[src/rtl/cges_pkg.sv]
`timescale 1ns / 1ps
// Shared types and constants for the central gravity Euler step core.
// No dependencies.
package cges_pkg;

    localparam int IO_BITS    = 64;
    localparam int GP_BITS    = 52;
    localparam int WIDE_BITS  = 128;
    localparam int HALF_BITS  = 32;
    localparam int SQRT_STEPS = 64;
    localparam int SQ_STEPS   = 12;
    localparam int DV_STEPS   = 2;

    typedef logic [7:0] t_cnt;

    localparam logic [1:0] MODE_TICK = 2'd0;
    localparam logic [1:0] MODE_POS  = 2'd1;
    localparam logic [1:0] MODE_VEL  = 2'd2;

    localparam logic [1:0] FAULT_OK   = 2'd0;
    localparam logic [1:0] FAULT_ZERO = 2'd1;
    localparam logic [1:0] FAULT_SAT  = 2'd2;

    localparam logic CFG_ENABLE = 1'b0;
    localparam logic CFG_GRAV   = 1'b1;

    typedef enum logic [3:0] {
        OP_NONE,
        OP_LOAD_POS,
        OP_LOAD_VEL,
        OP_CLEAR,
        OP_MOVE,
        OP_SQRT,
        OP_MARK_ZERO,
        OP_DIV_Q1,
        OP_DIV_A,
        OP_DIV_U,
        OP_DIV_STEP,
        OP_ACC_MAX,
        OP_ACC_SET,
        OP_VUPD,
        OP_WRITE
    } t_op;

    typedef struct packed {
        t_op        op;
        logic [1:0] axis;
        logic [1:0] part;
        logic       mul_en;
        logic       acc_en;
        logic       mul_sq;
    } t_dp_cmd;

    typedef struct packed {
        logic root_zero;
        logic q1_big;
        logic out_free;
    } t_dp_status;

endpackage

[src/rtl/cges_ctrl.sv]
`timescale 1ns / 1ps
// Sequencer for the Euler step: decodes input words and steps the datapath.
// Depends on cges_pkg.
module cges_ctrl #(
    parameter int WORD_BITS = 64,
    parameter int FRAC_BITS = 16
) (
    input  logic                 i_clk,
    input  logic                 i_rst_n,
    input  logic                 i_in_valid,
    output logic                 o_in_ready,
    input  logic [1:0]           i_mode,
    input  logic                 i_orbit_enable,
    input  cges_pkg::t_dp_status i_status,
    output cges_pkg::t_dp_cmd    o_cmd
);

    localparam cges_pkg::t_cnt L_Q1   = cges_pkg::t_cnt'(cges_pkg::GP_BITS + 2 * FRAC_BITS);
    localparam cges_pkg::t_cnt L_A    = cges_pkg::t_cnt'(cges_pkg::WIDE_BITS);
    localparam cges_pkg::t_cnt L_U    = cges_pkg::t_cnt'(WORD_BITS + FRAC_BITS);
    localparam cges_pkg::t_cnt L_SQ   = cges_pkg::t_cnt'(cges_pkg::SQ_STEPS);
    localparam cges_pkg::t_cnt L_RT   = cges_pkg::t_cnt'(cges_pkg::SQRT_STEPS - 1);
    localparam cges_pkg::t_cnt L_DV   = cges_pkg::t_cnt'(cges_pkg::DV_STEPS);

    typedef enum logic [12:0] {
        S_IDLE = 13'b0000000000001,
        S_MOVE = 13'b0000000000010,
        S_SQ   = 13'b0000000000100,
        S_SQRT = 13'b0000000001000,
        S_ROOT = 13'b0000000010000,
        S_DQ1  = 13'b0000000100000,
        S_QCHK = 13'b0000001000000,
        S_DA   = 13'b0000010000000,
        S_ACC  = 13'b0000100000000,
        S_DU   = 13'b0001000000000,
        S_MUL  = 13'b0010000000000,
        S_VUPD = 13'b0100000000000,
        S_DONE = 13'b1000000000000
    } t_state;

    t_state          r_state, n_state;
    cges_pkg::t_cnt  r_cnt, n_cnt;
    logic [1:0]      r_axis, n_axis;

    always_ff @(posedge i_clk) begin
        if (!i_rst_n) begin
            r_state <= S_IDLE;
            r_cnt   <= '0;
            r_axis  <= '0;
        end else begin
            r_state <= n_state;
            r_cnt   <= n_cnt;
            r_axis  <= n_axis;
        end
    end

    assign o_in_ready = (r_state == S_IDLE);

    always_comb begin
        n_state = r_state;
        n_cnt   = r_cnt;
        n_axis  = r_axis;
        o_cmd   = '0;
        o_cmd.op = cges_pkg::OP_NONE;
        unique case (r_state)
            S_IDLE: begin
                if (i_in_valid) begin
                    n_state = S_DONE;
                    case (i_mode)
                        cges_pkg::MODE_POS: o_cmd.op = cges_pkg::OP_LOAD_POS;
                        cges_pkg::MODE_VEL: o_cmd.op = cges_pkg::OP_LOAD_VEL;
                        cges_pkg::MODE_TICK: begin
                            o_cmd.op = cges_pkg::OP_CLEAR;
                            if (i_orbit_enable) begin
                                n_state = S_MOVE;
                            end
                        end
                        default: o_cmd.op = cges_pkg::OP_CLEAR;
                    endcase
                end
            end
            S_MOVE: begin
                o_cmd.op = cges_pkg::OP_MOVE;
                n_cnt    = '0;
                n_state  = S_SQ;
            end
            S_SQ: begin
                o_cmd.mul_sq = 1'b1;
                o_cmd.mul_en = (r_cnt < L_SQ);
                o_cmd.acc_en = (r_cnt != '0);
                o_cmd.axis   = r_cnt[3:2];
                o_cmd.part   = r_cnt[1:0];
                if (r_cnt == L_SQ) begin
                    n_cnt   = '0;
                    n_state = S_SQRT;
                end else begin
                    n_cnt = r_cnt + 1'b1;
                end
            end
            S_SQRT: begin
                o_cmd.op = cges_pkg::OP_SQRT;
                if (r_cnt == L_RT) begin
                    n_cnt   = '0;
                    n_state = S_ROOT;
                end else begin
                    n_cnt = r_cnt + 1'b1;
                end
            end
            S_ROOT: begin
                if (i_status.root_zero) begin
                    o_cmd.op = cges_pkg::OP_MARK_ZERO;
                    n_state  = S_DONE;
                end else begin
                    n_state = S_DQ1;
                end
            end
            S_DQ1: begin
                o_cmd.op = (r_cnt == '0) ? cges_pkg::OP_DIV_Q1 : cges_pkg::OP_DIV_STEP;
                if (r_cnt == L_Q1) begin
                    n_cnt   = '0;
                    n_state = S_QCHK;
                end else begin
                    n_cnt = r_cnt + 1'b1;
                end
            end
            S_QCHK: begin
                n_axis = '0;
                if (i_status.q1_big) begin
                    o_cmd.op = cges_pkg::OP_ACC_MAX;
                    n_state  = S_DU;
                end else begin
                    n_state = S_DA;
                end
            end
            S_DA: begin
                o_cmd.op = (r_cnt == '0) ? cges_pkg::OP_DIV_A : cges_pkg::OP_DIV_STEP;
                if (r_cnt == L_A) begin
                    n_cnt   = '0;
                    n_state = S_ACC;
                end else begin
                    n_cnt = r_cnt + 1'b1;
                end
            end
            S_ACC: begin
                o_cmd.op = cges_pkg::OP_ACC_SET;
                n_state  = S_DU;
            end
            S_DU: begin
                o_cmd.axis = r_axis;
                o_cmd.op   = (r_cnt == '0) ? cges_pkg::OP_DIV_U : cges_pkg::OP_DIV_STEP;
                if (r_cnt == L_U) begin
                    n_cnt   = '0;
                    n_state = S_MUL;
                end else begin
                    n_cnt = r_cnt + 1'b1;
                end
            end
            S_MUL: begin
                o_cmd.axis   = r_axis;
                o_cmd.mul_en = (r_cnt < L_DV);
                o_cmd.acc_en = (r_cnt != '0);
                o_cmd.part   = {1'b0, r_cnt[0]};
                if (r_cnt == L_DV) begin
                    n_cnt   = '0;
                    n_state = S_VUPD;
                end else begin
                    n_cnt = r_cnt + 1'b1;
                end
            end
            S_VUPD: begin
                o_cmd.op   = cges_pkg::OP_VUPD;
                o_cmd.axis = r_axis;
                if (r_axis == 2'd2) begin
                    n_state = S_DONE;
                end else begin
                    n_axis  = r_axis + 1'b1;
                    n_state = S_DU;
                end
            end
            S_DONE: begin
                if (i_status.out_free) begin
                    o_cmd.op = cges_pkg::OP_WRITE;
                    n_state  = S_IDLE;
                end
            end
            default: n_state = S_IDLE;
        endcase
    end

endmodule

[config.mk]
export PLATFORM = sky130hd
export DESIGN_NAME = cges_ctrl
export DESIGN_NICKNAME = d
export VERILOG_FILES = /design/src/rtl/cges_pkg.sv /design/src/rtl/cges_ctrl.sv
export SDC_FILE = /design/constraint.sdc
export NUM_CORES = 1
export LEC_CHECK = 0
export BUFFER_PORTS_ARGS = -buffer_cell sky130_fd_sc_hd__buf_2
export CORE_ASPECT_RATIO = 0.5
export CORE_MARGIN = 3
export CORE_UTILIZATION = 40
export DETAILED_ROUTE_END_ITERATION = 16
export PLACE_DENSITY_LB_ADDON = 0.3
export SETUP_SLACK_MARGIN = 0.02
export SYNTH_ARGS = -nofsm -noshare
export SYNTH_HDL_FRONTEND = slang
export SYNTH_SLANG_ARGS = --single-unit
[constraint.sdc]
create_clock -name i_clk -period 7.4 [get_ports i_clk]
set_input_delay 0.74 -clock i_clk [delete_from_list [all_inputs] [get_ports i_clk]]
set_output_delay 0.74 -clock i_clk [all_outputs]
set_load 0.01 [all_outputs]
==> results.yml <==
run_status:
  outcome: "completed"
sta:
  rsz0062_at_grt: "false"
  timing.final.crit_period_ns: 3.297
  post-route-period-util_pct: 44.56
  tightest_slew_ns: 0.8209
  tns_ns: 0
  skew_ns: 0.004727
  drv_slew: 0
  hold_violations: 0
  fmax_mhz: 303.3
  setup_viol: 0
  relSlewSlack_pct: 44.77
  whs_ns: 0.4823
floorplan:
  die_w_microns: 99.62
  core.rowCount: 16
  start_util_pct: 43.13
  die_height_microns: 52.81
  ioPinCount: 21
  die-area_sq_um: 5261
  core_sq_um: 4064
grt:
  grt_max_degree: 17
  grt_pass1_wl_mm: 8.349
  grt_overflow: 0
  grt_pass1_vias: 1666
  track_usage_pct: 20.09
  antenna_found_initial: 0
synth:
  synth_seq_area_share_pct: 26.27
  synth_area_leader_cell: "dfxtp_1"
  synth_edf_count: 0
  yosys_warnings: 0
  synth.most_common_cell: "nand2_1"
  syn_avg_cell_area_sq_um: 7.304
  synthesis.nets: 252
  ys_ff_latch: 23
  syn_area_sq_um: 1753
  netlist_top_cells_area: "dfxtp_1 26%, nand3_1 6.3%, nand2_1 5.1%"
  async_flop_share_pct: 0
  syn_inst: 240
  yosysTopAreaCellShare_pct: 26.27
  synth_top_flop_cell: "dfxtp_1"
  synth_common_cells: "24 x nand2_1, 23 x dfxtp_1, 22 x nand3_1, 22 x nor2_1, 12 x nand4_1"
  synth.distinct_cells: 50
clock_network:
  post_cts_buffers: 0
  numCtsBuffers: 3
  cts_hold_buf: 0
  cts_resized: 0
  clock_sinks: 23
  h-tree-depth: 1
  insertion_delay_ns: 0.27
  cts-root-buf: "clkbuf_8"
  cts_tree: "yes"
  cts_buffer_depth: 2
  path_clk_slew_ns: 0.08
routing:
  drc: 0
  ant_nets: 0
  finalWirelength_mm: 5.029
  drt-vias-per-instance: 6.331
  drt-pass1-iter-count: 5
  vias: 1912
  wl_per_cell_microns: 16.65
  drtIter0Drc: 226
power_and_ir_drop:
  pwr_density_cell_nw_per_um2: 152.4
  max-vdd-ir-drop_v: 0.00006534
  p_leak_uw: 0.0006657
place:
  dp_hpwl_mm: 3.867
  placed_cell_area_sq_um: 1839
  port_buffers: 20
  gp_congestion: 0.8957
layout:
  drive_gt1_share_pct: 14.11
  nFillCells: 411
  nets: 261
  final_area_sq_um: 1884
  final_util_pct: 46.37
  antenna_cells: 0
  area_delta_synth_final_pct: 7.495
hold_path:
  holdCritStartpoint: "r_axis[0]"
  hold_path_depth: 2
  holdPathEnd: "r_axis[0]"
  hp-class: "reg2reg"
worst_setup_path:
  slowest_stage: "nor4_1"
  worst-r2r-setup-slack_ns: 4.38
  r2r_cells: 6
  critPathArrivalTime_ns: 2.56
  timing.rr.start: "r_state[9]"
  worstSetupStartpointType: "flop"
  critPathMaxStageDelay_ns: 0.73
  required_ns: 6.66
  worstPathCellList: "nor4_1 -> nand2_1 -> nor3_1 -> a31oi_1 -> o2111ai_1 -> buf_2"
  r2r_end: "r_cnt[5]"
  end_kind: "primary output"
  path_class: "reg2out"
  path_delay_family: "simple AND/OR/NAND/NOR gates"
  cp_num_buf_inv: 1
  critPathMaxFanout: 10
run:
  cap_violations: 0
==> cell families after synthesis <==
family          after synthesis  share of synthesized area, %
buf+inv                      25                         6.566
xor+xnor                      5                         2.499
flops                        23                         26.27
simple gates                139                         45.68
fa+ha+maj                     3                         2.142
compound gates               45                         16.84
==> registers in the layout, summed over array words and instances, names as in the netlist <==
name,count
r_state,13
r_cnt,8
r_axis,2
==> per-layer routing <==
metal | GRT usage (%) | up-vias | wire length (microns)
li1 | - | 913 | -
met1 | 28.98 | 890 | 2263
met2 | 30.22 | 96 | 2225
met3 | 4.382 | 13 | 471
met4 | 4.762 | 0 | 68
met5 | 0 | - | 0
==> layout make-up <==
type	instances	area [sq um]	area share, %
inverters	9	33.78	1.793
repair buffers	20	100.1	5.312
multi-input cells	192	1177	62.48
flip-flops and latches	23	460.4	24.44
well taps	54	67.56	3.586
clock buffers	4	45.04	2.390
==> stage by stage <==
step	power, uW	setup slack (ns)	std cells
global placement	207.6	4.417	298
floorplan	188.3	4.679	240
detailed placement	208.6	4.456	298
CTS	288.2	4.144	302
finish	287.2	4.103	302
global route	301.7	3.956	302
==> cells in the final DEF (no fill, tap or decap), types with 3 or more instances in the layout <==
| cell type | instances |
|---|---|
| a21oi_1 | 11 |
| a31oi_1 | 5 |
| and2_1 | 6 |
| and3_1 | 3 |
| buf_2 | 20 |
| clkbuf_8 | 3 |
| dfxtp_1 | 23 |
| ha_1 | 3 |
| inv_1 | 8 |
| nand2_1 | 24 |
| nand2b_1 | 5 |
| nand3_1 | 22 |
| nand4_1 | 12 |
| nor2_1 | 22 |
| nor3_1 | 7 |
| nor4_1 | 8 |
| nor4b_1 | 4 |
| o2111ai_1 | 3 |
| o21ai_0 | 9 |
| or3_1 | 3 |
| or4_1 | 5 |
| or4b_2 | 5 |
| xnor2_1 | 3 |
==> worst min-delay path, stage by stage (launching register included) <==
cell	delay, ns
dfxtp_1	0.32
nand3_1	0.07
a21oi_1	0.05
==> where the power goes <==
part | switching [uW] | leakage (uW) | internal, uW
Sequential | 7.00 | 0.000186 | 127
Clock | 40.8 | 0.0000228 | 38.5
Combinational | 48.7 | 0.000457 | 25.4
Total | 96.6 | 0.000666 | 191
==> how the worst max path moves through the flow <==
stage               end  slack, ns  cells after the start       start
4_1_cts        o_cmd[2]       4.14                      6  r_state[9]
3_3_place_gp   r_cnt[5]       4.42                      6  r_state[9]
5_1_grt        o_cmd[2]       3.96                      6  r_state[9]
2_1_floorplan  o_cmd[2]       4.68                      7  r_state[9]
3_5_place_dp   o_cmd[2]       4.46                      6  r_state[9]
6_report       o_cmd[8]       4.10                      6  r_state[9]
Power figures use the tool's default switching activity.
